===== src/hw/rtl/flptw_pkg.sv =====
`default_nettype none

package flptw_pkg;

  localparam int TABLE_PAGES       = 64;
  localparam int ENTRIES_PER_TABLE = 512;
  localparam int WALK_LEVELS       = 4;

  localparam int IDX_W     = $clog2(ENTRIES_PER_TABLE);
  localparam int LEVEL_W   = $clog2(WALK_LEVELS);
  localparam int VA_W      = 64;
  localparam int PA_W      = 52;
  localparam int ENTRY_W   = 64;
  localparam int FLAG_W    = 12;
  localparam int FRAME_W   = PA_W - FLAG_W;
  localparam int PS_BIT    = 7;
  localparam int CANON_BIT = 47;

  // config port: 64-bit registers at 8-byte stride
  localparam int CFG_AW    = 4;
  localparam int CFG_DW    = 64;
  localparam int REG_SHIFT = 3;

  localparam logic REG_BASE   = 1'b0;
  localparam logic REG_IFLAGS = 1'b1;

  localparam logic [FLAG_W-1:0] IFLAGS_RESET = 12'h003;

  localparam logic MODE_MAP    = 1'b0;
  localparam logic MODE_LOOKUP = 1'b1;

  localparam logic [2:0] ST_OK         = 3'd0;
  localparam logic [2:0] ST_NOT_MAPPED = 3'd1;
  localparam logic [2:0] ST_NO_FREE    = 3'd2;
  localparam logic [2:0] ST_BAD_ADDR   = 3'd3;
  localparam logic [2:0] ST_BAD_PTR    = 3'd4;

  localparam logic [1:0] SZ_4K   = 2'd0;
  localparam logic [1:0] SZ_2M   = 2'd1;
  localparam logic [1:0] SZ_1G   = 2'd2;
  localparam logic [1:0] SZ_512G = 2'd3;

  // how the walk ended
  localparam logic [2:0] FIN_BAD        = 3'd0;
  localparam logic [2:0] FIN_NO_FREE    = 3'd1;
  localparam logic [2:0] FIN_BAD_PTR    = 3'd2;
  localparam logic [2:0] FIN_NOT_MAPPED = 3'd3;
  localparam logic [2:0] FIN_FOUND      = 3'd4;
  localparam logic [2:0] FIN_LEAF       = 3'd5;

  typedef struct packed {
    logic       load;
    logic       clr_wr;
    logic       rd;
    logic       alloc;
    logic       step;
    logic       leaf_wr;
    logic       fin;
    logic [2:0] fin_code;
    logic       emit;
  } flptw_cmd_t;

  typedef struct packed {
    logic clr_last;
    logic bad;
    logic lookup;
    logic e_zero;
    logic present;
    logic final_hit;
    logic follow_ok;
    logic pool_empty;
    logic next_leaf;
    logic out_free;
  } flptw_stat_t;

endpackage

`default_nettype wire


===== src/hw/rtl/flptw_ctrl.sv =====
`default_nettype none

module flptw_ctrl (
  input  logic                    clk,
  input  logic                    rst,
  input  logic                    in_valid,
  output logic                    in_ready,
  input  flptw_pkg::flptw_stat_t  stat,
  output flptw_pkg::flptw_cmd_t   cmd
);

  localparam logic [2:0] S_CLEAR = 3'd0;
  localparam logic [2:0] S_IDLE  = 3'd1;
  localparam logic [2:0] S_CHECK = 3'd2;
  localparam logic [2:0] S_READ  = 3'd3;
  localparam logic [2:0] S_EVAL  = 3'd4;
  localparam logic [2:0] S_LEAF  = 3'd5;
  localparam logic [2:0] S_FIN   = 3'd6;

  logic [2:0] state;
  logic [2:0] state_next;

  always_ff @(posedge clk) begin
    if (rst) begin
      state <= S_CLEAR;
    end else begin
      state <= state_next;
    end
  end

  always_comb begin
    cmd        = '0;
    in_ready   = 1'b0;
    state_next = state;
    case (state)
      S_CLEAR: begin
        cmd.clr_wr = 1'b1;
        if (stat.clr_last) begin
          state_next = S_IDLE;
        end
      end
      S_IDLE: begin
        in_ready = 1'b1;
        if (in_valid) begin
          cmd.load   = 1'b1;
          state_next = S_CHECK;
        end
      end
      S_CHECK: begin
        if (stat.bad) begin
          cmd.fin      = 1'b1;
          cmd.fin_code = flptw_pkg::FIN_BAD;
          state_next   = S_FIN;
        end else begin
          state_next = S_READ;
        end
      end
      S_READ: begin
        cmd.rd     = 1'b1;
        state_next = S_EVAL;
      end
      S_EVAL: begin
        if (!stat.lookup) begin
          if (stat.e_zero && stat.pool_empty) begin
            cmd.fin      = 1'b1;
            cmd.fin_code = flptw_pkg::FIN_NO_FREE;
            state_next   = S_FIN;
          end else begin
            // a new table is linked even if it then falls outside the region
            cmd.alloc = stat.e_zero;
            if (!stat.follow_ok) begin
              cmd.fin      = 1'b1;
              cmd.fin_code = flptw_pkg::FIN_BAD_PTR;
              state_next   = S_FIN;
            end else begin
              cmd.step   = 1'b1;
              state_next = stat.next_leaf ? S_LEAF : S_READ;
            end
          end
        end else if (!stat.present) begin
          cmd.fin      = 1'b1;
          cmd.fin_code = flptw_pkg::FIN_NOT_MAPPED;
          state_next   = S_FIN;
        end else if (stat.final_hit) begin
          cmd.fin      = 1'b1;
          cmd.fin_code = flptw_pkg::FIN_FOUND;
          state_next   = S_FIN;
        end else if (!stat.follow_ok) begin
          cmd.fin      = 1'b1;
          cmd.fin_code = flptw_pkg::FIN_BAD_PTR;
          state_next   = S_FIN;
        end else begin
          cmd.step   = 1'b1;
          state_next = S_READ;
        end
      end
      S_LEAF: begin
        cmd.leaf_wr  = 1'b1;
        cmd.fin      = 1'b1;
        cmd.fin_code = flptw_pkg::FIN_LEAF;
        state_next   = S_FIN;
      end
      S_FIN: begin
        if (stat.out_free) begin
          cmd.emit   = 1'b1;
          state_next = S_IDLE;
        end
      end
      default: begin
        state_next = S_IDLE;
      end
    endcase
  end

endmodule

`default_nettype wire


===== config.mk =====
export PLATFORM = sky130hd
export DESIGN_NAME = flptw_ctrl
export DESIGN_NICKNAME = d
export VERILOG_FILES = /design/src/hw/rtl/flptw_pkg.sv /design/src/hw/rtl/flptw_ctrl.sv
export SDC_FILE = /design/constraint.sdc
export NUM_CORES = 1
export LEC_CHECK = 0
export ABC_AREA = 1
export ABC_CLOCK_PERIOD_IN_PS = 1400
export BUFFER_PORTS_ARGS = -buffer_cell sky130_fd_sc_hd__buf_2
export CAP_MARGIN = 40
export CORE_AREA = 2 2 39 41
export DETAILED_ROUTE_END_ITERATION = 6
export DIE_AREA = 0 0 41 43
export GPL_ROUTABILITY_DRIVEN = 1
export PLACE_DENSITY_LB_ADDON = 0.05
export SYNTH_ARGS = -nofsm -noshare
export SYNTH_HDL_FRONTEND = slang
export SYNTH_SLANG_ARGS = --single-unit
export TNS_END_PERCENT = 50

===== constraint.sdc =====
create_clock -name clk -period 1.4 [get_ports clk]
set_input_delay 0.14 -clock clk [delete_from_list [all_inputs] [get_ports clk]]
set_output_delay 0.14 -clock clk [all_outputs]
set_load 0.05 [all_outputs]

# Word level (Yosys, flattened, before mapping)
# Index checks and enable logic that the tools add are counted.
[totals] reg_bits=3 input_bits=13 out_inout_bits=12
[classes] n_eq_ne=9 muxes=34 n_reduce_logical=3
[ops] cell="two-way mux 3 bit" count=11
[ops] cell="two-way mux 4 bit" count=6
[ops] cell="one-hot mux 3 bit (7 select lines)" count=1
[ops] cell="two-way mux 1 bit" count=13
[ops] cell="one-hot mux 4 bit (3 select lines)" count=1
[ops] cell="equality test 3 bit (second input constant)" count=3
[ops] cell="equality test 3 x 2 -> 1 bit (second input constant)" count=2
[ops] cell="inequality test 2 bit (second input constant)" count=3
[ops] cell="two-way mux 2 bit" count=2
[ops] cell="equality test 3 x 1 -> 1 bit (second input constant)" count=1
[ops] cell="zero test 3 bit" count=1
[ops] cell="AND reduction 3 bit" count=1
[ops] cell="logical AND 1 bit" count=1

# Longest topological paths before layout
# Gate-level depths: netlist of the first run.
[logic_depth] word_depth=5 ltp_mapped=7 mapped_depth_nobuf=7

# Worst setup path before layout of the first run
# OpenSTA, ideal clock, no wires.
[synth_timing] path_kind="flip-flop to output port" start="register state[1]" end="output cmd[0] in the netlist's numbering" arrival_ns=2.108 t_required_ns=1.260 slack_ns=-0.848 stages_incl_launch_ff=3 path_buffers=0 path_cell_list="dfxtp_1 inv_2 nor4_1"
[synth_rtl] item="start, declared" line_no="flptw_ctrl.sv:20" text="logic [2:0] state;"
[synth_rtl] item="start signal, assigned" line_no="flptw_ctrl.sv:27" text="state <= state_next;"
[synth_rtl] item="end, declared" line_no="flptw_ctrl.sv:9" text="output flptw_pkg::flptw_cmd_t cmd"

==> flow_metrics.env, run 1 <==
export IMPL_outcome="complete, but fails checks"
export IMPL_violations="setup timing"
export IMPL_largestRegisters="state: 3 flops"
export IMPL_routabilityCongestion=0.820
export IMPL_final_setup_worst_slack_ps=-163
export IMPL_final_seq_area_um2=66.3
export IMPL_cp_cell_sequence="inv_4 > nor3_4 > buf_6 > buf_6 > and3_4 > buf_8"
export IMPL_fin_skew_ps=4.85
export IMPL_maxSlewViolCount=0
export IMPL_worst_pin_slew_ps=237
export IMPL_sw_frac_of_total_pct=39.5
export IMPL_viasPerCell=4.75
export IMPL_netlist_area_um2=422
export IMPL_dp_hpwl_um=1070
export IMPL_final_area_um2=928
export IMPL_wire_per_inst_um=11.4
export IMPL_fill_cells=130
export IMPL_r2r_end="state[1]"
export IMPL_ant_nets=0
export IMPL_routed_wl_um=1470
export IMPL_fp_dieArea_mm2=0.00176
export IMPL_hold_viol=0
export IMPL_clk_pin_slew_ps=30
export IMPL_max_stage_delay_ps=350
export IMPL_drc=0
export IMPL_n_antenna_cell=0
export IMPL_synthTopCellsByCount="nand2_1 (16), inv_1 (12), nand3_1 (7)"
export IMPL_path_class="reg2out"
export IMPL_cp_start_kind="register"
export IMPL_synth_edf_count=0
export IMPL_syn_nets=86
export IMPL_switchingPower_uw=175
export IMPL_internal_power_uw=268
export IMPL_ys_ff_latch=3
export IMPL_netlist_top_cells_area="dfxtp_1 (14%), nand2_1 (14%), inv_1 (11%)"
export IMPL_async_flop_share_pct=0
export IMPL_critPathCaptureType="output port"
export IMPL_cpMaxStageDelayCell="dfxtp_2"
export IMPL_combPwrFrac_pct=42.8
export IMPL_h_tree_depth=1
export IMPL_required_ps=1260
export IMPL_sequentialPowerShare_pct=22.1
export IMPL_setup_viol=10
export IMPL_area_delta_synth_final_pct=120
export IMPL_ys_seq_area_share_pct=14.2
export IMPL_rsz0062_at_grt="yes"
export IMPL_antenna_found_initial=0
export IMPL_cts_sinks=3
export IMPL_track_usage_pct=17.3
export IMPL_grt_pass1_wl_um=2080
export IMPL_hold_slack_ps=89.8
export IMPL_clk_latency_ps=240
export IMPL_avgSynthCellArea_um2=5.86
export IMPL_slew_limit_headroom_pct=84.2
export IMPL_yosysMostFrequentCell="nand2_1"
export IMPL_hold_buffers=0
export IMPL_yosysWarnings=0
export IMPL_p_leak_nw=0.472
export IMPL_die_w_um=41
export IMPL_yosysTopAreaCellShare_pct=14.2
export IMPL_multi_input_area_um2=435
export IMPL_die_h_um=43
export IMPL_clkPwrFrac_pct=35.1
export IMPL_finish_net_count=128
export IMPL_core_area_mm2=0.00138
export IMPL_worstSetupStartpoint="state[2]"
export IMPL_power_density_mw_per_mm2=477
export IMPL_root_buffer="clkbuf_4"
export IMPL_port_buffers=24
export IMPL_vdd_drop_max_mv=0.488
export IMPL_grt_start_max_net_pins=6
export IMPL_synth_largest_area_cell="dfxtp_1"
export IMPL_layout_min_cycle_time_ps=1560
export IMPL_synth_cells=72
export IMPL_r2r_slack_ps=50
export IMPL_cts_max_path_buffers=2
export IMPL_largest_register="state"
export IMPL_cts_buffers=3
export IMPL_rows=14
export IMPL_utilization_pct=67.1
export IMPL_cp_endpoint="cmd[7]"
export IMPL_cpMostUsedCell="buf_6"
export IMPL_maxCapViolations=0
export IMPL_grt_pass1_vias=532
export IMPL_ios=25
export IMPL_fmax_mhz=640
export IMPL_total_power_uw=443
export IMPL_cp_max_fo=4
export IMPL_cts_tree="yes"
export IMPL_vias=613
export IMPL_crit_arrival_ps=1420
export IMPL_drt_pass1_iter_count=4
export IMPL_dpl_cell_area_um2=662
export IMPL_hp_class="in2reg"
export IMPL_r2r_cells=8
export IMPL_largest_register_ffs=3
export IMPL_min_period_over_period_pct=112
export IMPL_initial_core_util_pct=30.5
export IMPL_drtIter0Drc=9
export IMPL_yosys_cell_types_count=23
export IMPL_ys_flop_type="dfxtp_1"
export IMPL_gr_total_overflow=0
export IMPL_drive_gt1_share_pct=60.2
export IMPL_r2r_start="state[2]"
metal layers:
layer	global-route usage (%)	vias up	share of wire [%]
met4	8.00	0	2.4
met2	29.7	22	56
li1	-	323	-
met3	1.57	4	4.2
met1	19.9	264	38
met5	0	-	0
power by group through the flow:
stage,sequential (mW),clock [mW],combinational (mW)
detailed placement,0.0984,0,0.150
floorplan,0.101,0,0.0971
global placement,0.0985,0,0.150
finish,0.0977,0.155,0.190
CTS,0.0979,0.160,0.152
global route,0.0981,0.175,0.205
placed cells by master, fill, tap and decap left out, drive strengths merged:
master and count:
a21oi 6, buf 37, nor2 7, nand2 17, clkbuf 4, o21ai 2, nand4 5, nor4 1
inv 15, nand3 8, dfxtp 3, nor3 4, ha 1, o32ai 1, and3 1, or2 1
through the flow:
| stage | setup TNS, ps | worst slack (ps) | cells |
|---|---|---|---|
| 2_1_floorplan | -945 | -274 | 72 |
| 3_3_place_gp | 0 | 32.5 | 120 |
| 3_5_place_dp | -14.6 | -14.6 | 120 |
| 4_1_cts | -370 | -123 | 125 |
| 5_1_grt | -1370 | -208 | 129 |
| 6_report | -727 | -163 | 129 |
worst min-delay path by stage:
stage / to / depth (start not counted) / startpoint / slack [ps]
detailed placement: state[2] / 2 / rst / 330
floorplan: state[2] / 1 / rst / 200
global route: state[2] / 2 / rst / 80
CTS: state[2] / 2 / rst / 80
finish: state[2] / 2 / rst / 90
global placement: state[2] / 2 / rst / 330
cell families (layout without fill, tap and decap cells):
logic type	after synthesis	count (layout)	share of synthesized area [%]
buf+inv	15	56	13.4
simple gates	44	44	55.2
fa+ha+maj	1	1	2.97
flops	3	3	14.2
compound gates	9	9	14.2
layout make-up:
cell class | count | area share [%]
Timing Repair Buffer | 37 | 34.4
Inverter | 15 | 6.60
Tap cell | 16 | 2.16
Clock buffer | 4 | 2.83
Multi-Input combinational cell | 54 | 46.9
Sequential cell | 3 | 7.14
critical path: cells and delay by family (launching register included):
family,cells,cell delay [ps]
DFF,1,350
and+or+nand+nor,2,400
buffers and inverters,4,440
what timing repair did:
| action | CTS | global route |
|---|---|---|
| resized for setup | 19 | 39 |
| setup buffers | 1 | 4 |
| setup endpoints to repair | 11 | 12 |
| pin swaps | 1 | 8 |
| cloned | 0 | 0 |
(Power assumes the default switching activity.)
==> inputs of run 2 (changes only) <==
- CORE_AREA: 2 2 39 41 -> 3 3 40 42
- DIE_AREA: 0 0 41 43 -> 0 0 43 45
==> run 2 against run 1 <==
Against the previous run:
- the run still ends with setup timing left
- wire length down 7.0%
- clock skew rose by 1.3 ps
- sequential cell count is the same
- hold slack got worse by 7.2 ps
- sequential share of layout area is 1.6 points higher
- total power fell by 5.9%
==> flow_metrics.env, run 2 (same netlist as run 1, synthesis figures left out) <==
export IMPL_cts_tree="yes"
export IMPL_layout_min_cycle_time_ps=1520
export IMPL_cp_max_fo=3
export IMPL_holdPathStages=2
export IMPL_drtIter0Drc=13
export IMPL_grt_pass1_wl_um=2330
export IMPL_combPwrFrac_pct=39.7
export IMPL_cts_buffers=3
export IMPL_path_class="reg2out"
export IMPL_n_antenna_cell=0
export IMPL_grt_start_max_net_pins=7
export IMPL_h_tree_depth=1
export IMPL_fmax_mhz=656
export IMPL_internal_power_uw=255
export IMPL_r2r_slack_ps=120
export IMPL_fin_skew_ps=6.19
export IMPL_final_cell_mix="nand2_1 (15), buf_2 (13), inv_1 (12), buf_4 (12), buf_6 (9)"
export IMPL_core_area_mm2=0.00128
export IMPL_utilization_pct=61.5
export IMPL_die_h_um=45
export IMPL_switchingPower_uw=162
export IMPL_largestRegisters="state: 3 flops"
export IMPL_setup_tns_ps=-370
export IMPL_worst_pin_slew_ps=249
export IMPL_ant_nets=0
export IMPL_required_ps=1260
export IMPL_grt_pass1_vias=585
export IMPL_dp_hpwl_um=1110
export IMPL_cp_start_kind="register"
export IMPL_slew_limit_headroom_pct=83.4
export IMPL_final_setup_worst_slack_ps=-124
export IMPL_hold_start="rst"
export IMPL_critPathCaptureType="output port"
export IMPL_fp_dieArea_mm2=0.00194
export IMPL_sequentialPowerShare_pct=22.6
export IMPL_hp_class="in2reg"
export IMPL_vdd_drop_max_mv=0.321
export IMPL_die_w_um=43
export IMPL_drc=0
export IMPL_gr_total_overflow=0
export IMPL_largest_register="state"
export IMPL_cts_max_path_buffers=2
export IMPL_maxSlewViolCount=0
export IMPL_r2r_end="state[2]"
export IMPL_ios=25
export IMPL_port_buffers=24
export IMPL_finish_net_count=126
export IMPL_setup_viol=7
export IMPL_clk_latency_ps=240
export IMPL_area_delta_synth_final_pct=87.5
export IMPL_layout_commonest_cell="nand2_1"
export IMPL_hold_path_end="state[2]"
export IMPL_final_seq_area_um2=68.8
export IMPL_drive_gt1_share_pct=53.2
export IMPL_r2r_start="state[1]"
export IMPL_crit_arrival_ps=1380
export IMPL_clkPwrFrac_pct=37.7
export IMPL_r2r_cells=9
export IMPL_maxCapViolations=0
export IMPL_routabilityCongestion=0.828
export IMPL_hold_viol=0
export IMPL_initial_core_util_pct=32.8
export IMPL_sw_frac_of_total_pct=38.9
export IMPL_clk_pin_slew_ps=40
export IMPL_largest_register_ffs=3
export IMPL_final_area_um2=791
export IMPL_antenna_found_initial=0
export IMPL_drt_pass1_iter_count=4
export IMPL_track_usage_pct=15.4
export IMPL_root_buffer="clkbuf_4"
export IMPL_multi_input_area_um2=354
export IMPL_min_period_over_period_pct=109
export IMPL_fill_cells=136
export IMPL_violations="setup timing"
export IMPL_viasPerCell=4.97
export IMPL_wire_per_inst_um=10.9
export IMPL_cts_sinks=3
export IMPL_rsz0062_at_grt="yes"
export IMPL_dpl_cell_area_um2=676
export IMPL_outcome="complete, but fails checks"
export IMPL_hold_slack_ps=82.5
export IMPL_p_leak_nw=0.427
export IMPL_vias=626
export IMPL_power_density_mw_per_mm2=527
export IMPL_routed_wl_um=1370
export IMPL_hold_buffers=0
export IMPL_rows=13
==> run 2: power groups by stage <==
| stage | Combinational, mW | Sequential [mW] | Clock, mW |
|---|---|---|---|
| 3_3_place_gp | 0.152 | 0.0979 | 0 |
| 3_5_place_dp | 0.152 | 0.0979 | 0 |
| 4_1_cts | 0.160 | 0.0975 | 0.162 |
| 5_1_grt | 0.182 | 0.0949 | 0.167 |
| 2_1_floorplan | 0.0971 | 0.101 | 0 |
| 6_report | 0.165 | 0.0944 | 0.157 |
==> run 2: area by class of cell <==
class / count / share of cell area [%]
sequential: 3 / 8.70
tap: 15 / 2.37
timing repair buffer: 35 / 33.4
multi-input combinational: 54 / 44.8
clock buffer: 4 / 3.32
inverter: 15 / 7.44
==> run 2: layer usage <==
metal / share of wire (%) / wire [um] / global-route usage, % / up-vias
li1: - / - / - / 319
met1: 47 / 647 / 21.4 / 289
met2: 46 / 635 / 24.0 / 16
met3: 5.3 / 73 / 1.59 / 2
met4: 0.88 / 12 / 7.23 / 0
met5: 0 / 0 / 0 / -
==> run 2: through the flow <==
step | setup slack [ps] | power [mW] | cells
5_1_grt | -200 | 0.444 | 126
4_1_cts | -113 | 0.419 | 126
3_3_place_gp | 19.4 | 0.250 | 121
3_5_place_dp | 24.0 | 0.250 | 121
2_1_floorplan | -274 | 0.198 | 72
6_report | -124 | 0.417 | 126
==> run 2: worst max-delay path by stage <==
| stage | cells past startpoint | startpoint | endpoint |
|---|---|---|---|
| 2_1_floorplan | 2 | state[1] | cmd[0] |
| 3_3_place_gp | 6 | state[1] | cmd[3] |
| 3_5_place_dp | 4 | state[0] | cmd[3] |
| 4_1_cts | 7 | state[1] | cmd[3] |
| 5_1_grt | 4 | state[0] | cmd[3] |
| 6_report | 7 | state[1] | cmd[3] |
==> run 2: what timing repair did <==
action,4_1_cts,5_1_grt
pin swaps,3,2
gates resized for setup,20,7
setup buffers,1,0
endpoints found under the setup margin,11,12
gates cloned,0,0
==> run 2: worst max-delay path, stage by stage, from the launching register on <==
cell and delay, ps:
dfxtp_4 360, inv_2 40, ha_1 220, inv_1 70
nand2_1 70, inv_1 130, o32ai_4 90, buf_6 160
==> inputs of run 3 (changes only) <==
- HOLD_SLACK_MARGIN: not set -> 0.15
==> run 3 against run 2 <==
Against the previous run:
- the flow still finishes with violations (setup timing)
- first-iteration DRC count unchanged
- clock skew about the same
- via count increased by 0.32%
- hold slack improved by 180 ps
==> flow_metrics.env, run 3 (same netlist as run 1, synthesis figures left out) <==
export IMPL_outcome="complete, but fails checks"
export IMPL_violations="setup timing"
export IMPL_rsz0062_at_grt="yes"
export IMPL_critPathCaptureType="output port"
export IMPL_grt_pass1_vias=585
export IMPL_min_period_over_period_pct=109
export IMPL_ant_nets=0
export IMPL_wire_per_inst_um=10.8
export IMPL_final_setup_worst_slack_ps=-124
export IMPL_fin_skew_ps=6.27
export IMPL_place_inst=121
export IMPL_routabilityCongestion=0.828
export IMPL_cpMostUsedCell="inv_1"
export IMPL_grt_start_max_net_pins=7
export IMPL_die_h_um=45
export IMPL_wl_met1_um=654
export IMPL_die_w_um=43
export IMPL_p_leak_nw=0.431
export IMPL_cp_start_kind="register"
export IMPL_cts_sinks=3
export IMPL_n_antenna_cell=0
export IMPL_rows=13
export IMPL_cts_tree="yes"
export IMPL_layout_min_cycle_time_ps=1520
export IMPL_worst_pin_slew_ps=249
export IMPL_total_power_uw=419
export IMPL_max_stage_delay_ps=360
export IMPL_cts_buffers=3
export IMPL_final_cell_mix="nand2_1 (15), buf_2 (13), inv_1 (12), buf_4 (12), buf_6 (9)"
export IMPL_clk_pin_slew_ps=40
export IMPL_top_layer="met4"
export IMPL_initial_core_util_pct=32.8
export IMPL_slew_limit_headroom_pct=83.4
export IMPL_hp_class="in2reg"
export IMPL_maxSlewViolCount=0
export IMPL_antenna_found_initial=0
export IMPL_crit_arrival_ps=1380
export IMPL_setup_viol=7
export IMPL_cp_cell_sequence="inv_2 > ha_1 > inv_1 > nand2_1 > inv_1 > o32ai_4 > buf_6"
export IMPL_core_area_mm2=0.00128
export IMPL_port_buffers=24
export IMPL_root_buffer="clkbuf_4"
export IMPL_largestRegisters="state: 3 flops"
export IMPL_cp_max_fo=3
export IMPL_routed_wl_met2_um=634
export IMPL_utilization_pct=62.3
export IMPL_hold_viol=0
export IMPL_drtIter0Drc=13
export IMPL_drc=0
export IMPL_fmax_mhz=656
export IMPL_path_class="reg2out"
export IMPL_drive_gt1_share_pct=52.7
export IMPL_final_cells=127
export IMPL_cpMaxStageDelayCell="dfxtp_4"
export IMPL_ios=25
export IMPL_vdd_drop_max_mv=0.336
export IMPL_power_density_mw_per_mm2=523
export IMPL_gr_total_overflow=0
export IMPL_cts_max_path_buffers=2
export IMPL_track_usage_pct=15.4
export IMPL_grt_pass1_wl_um=2330
export IMPL_met3_length_um=72
export IMPL_largest_register="state"
export IMPL_maxCapViolations=0
export IMPL_setup_tns_ps=-369
export IMPL_clk_latency_ps=240
export IMPL_fp_dieArea_mm2=0.00194
export IMPL_viasPerCell=4.94
export IMPL_vias=628
export IMPL_required_ps=1260
export IMPL_routed_wl_um=1370
export IMPL_largest_register_ffs=3
export IMPL_h_tree_depth=1
export IMPL_area_delta_synth_final_pct=89.9
export IMPL_drt_pass1_iter_count=4
export IMPL_layout_commonest_cell="nand2_1"
export IMPL_finish_net_count=127
export IMPL_dp_hpwl_um=1110
run 3: cell types whose count changed in the layout (fill, tap and decap cells not counted), sizes merged:
cell | previous run | this run
dlygate4sd3 | 0 | 1
run 3: worst paths after layout:
check,cells past startpoint,endpoint,slack [ps],start
max reg2reg,9,state[2],120,state[1]
max,7,cmd[3],-120,state[1]
min,4,state[0],260,in_valid
min reg2reg,3,state[2],680,state[0]
run 3: layout make-up:
type,instances,area [um2]
clock buffer,4,26.3
fill,135,484
multi-input combinational,54,354
tap,15,18.8
timing repair buffer,36,274
sequential,3,68.8
inverter,15,58.8
run 3: through the flow:
step                worst slack [ps]  hold slack, ps  instance area, um2
floorplan                       -274             195                 462
global placement                19.4             321                 676
detailed placement              24.0             321                 676
CTS                             -113             258                 778
global route                    -200             278                 801
finish                          -124             263                 801
run 3: routing by layer:
layer,track usage [%],vias to the layer above
met4,7.23,0
met2,24.0,16
li1,-,321
met1,21.4,289
met3,1.59,2
met5,0,-
run 3: report_power, final:
group          switching (mW)  leakage [nW]  total (mW)  internal (mW)
clock network          0.0498        0.0150       0.157          0.107
logic                   0.106         0.390       0.168         0.0618
registers             0.00663        0.0263      0.0944         0.0877
total                   0.162         0.431       0.419          0.257
run 3: what timing repair did:
item                                   4_1_cts  5_1_grt
setup endpoints to repair                   11       12
hold buffers                                 1        0
resized for setup                           20        7
endpoints found under the hold margin        2        0
pin swaps                                    3        2
buffers inserted                             1        0
run 3: worst max-delay path: cells and delay by family (launching register included):
kind            cells  cell delay [ps]
compound gates      1               90
flops               1              360
buf+inv             4              400
simple gates        1               70
fa+ha+maj           1              220
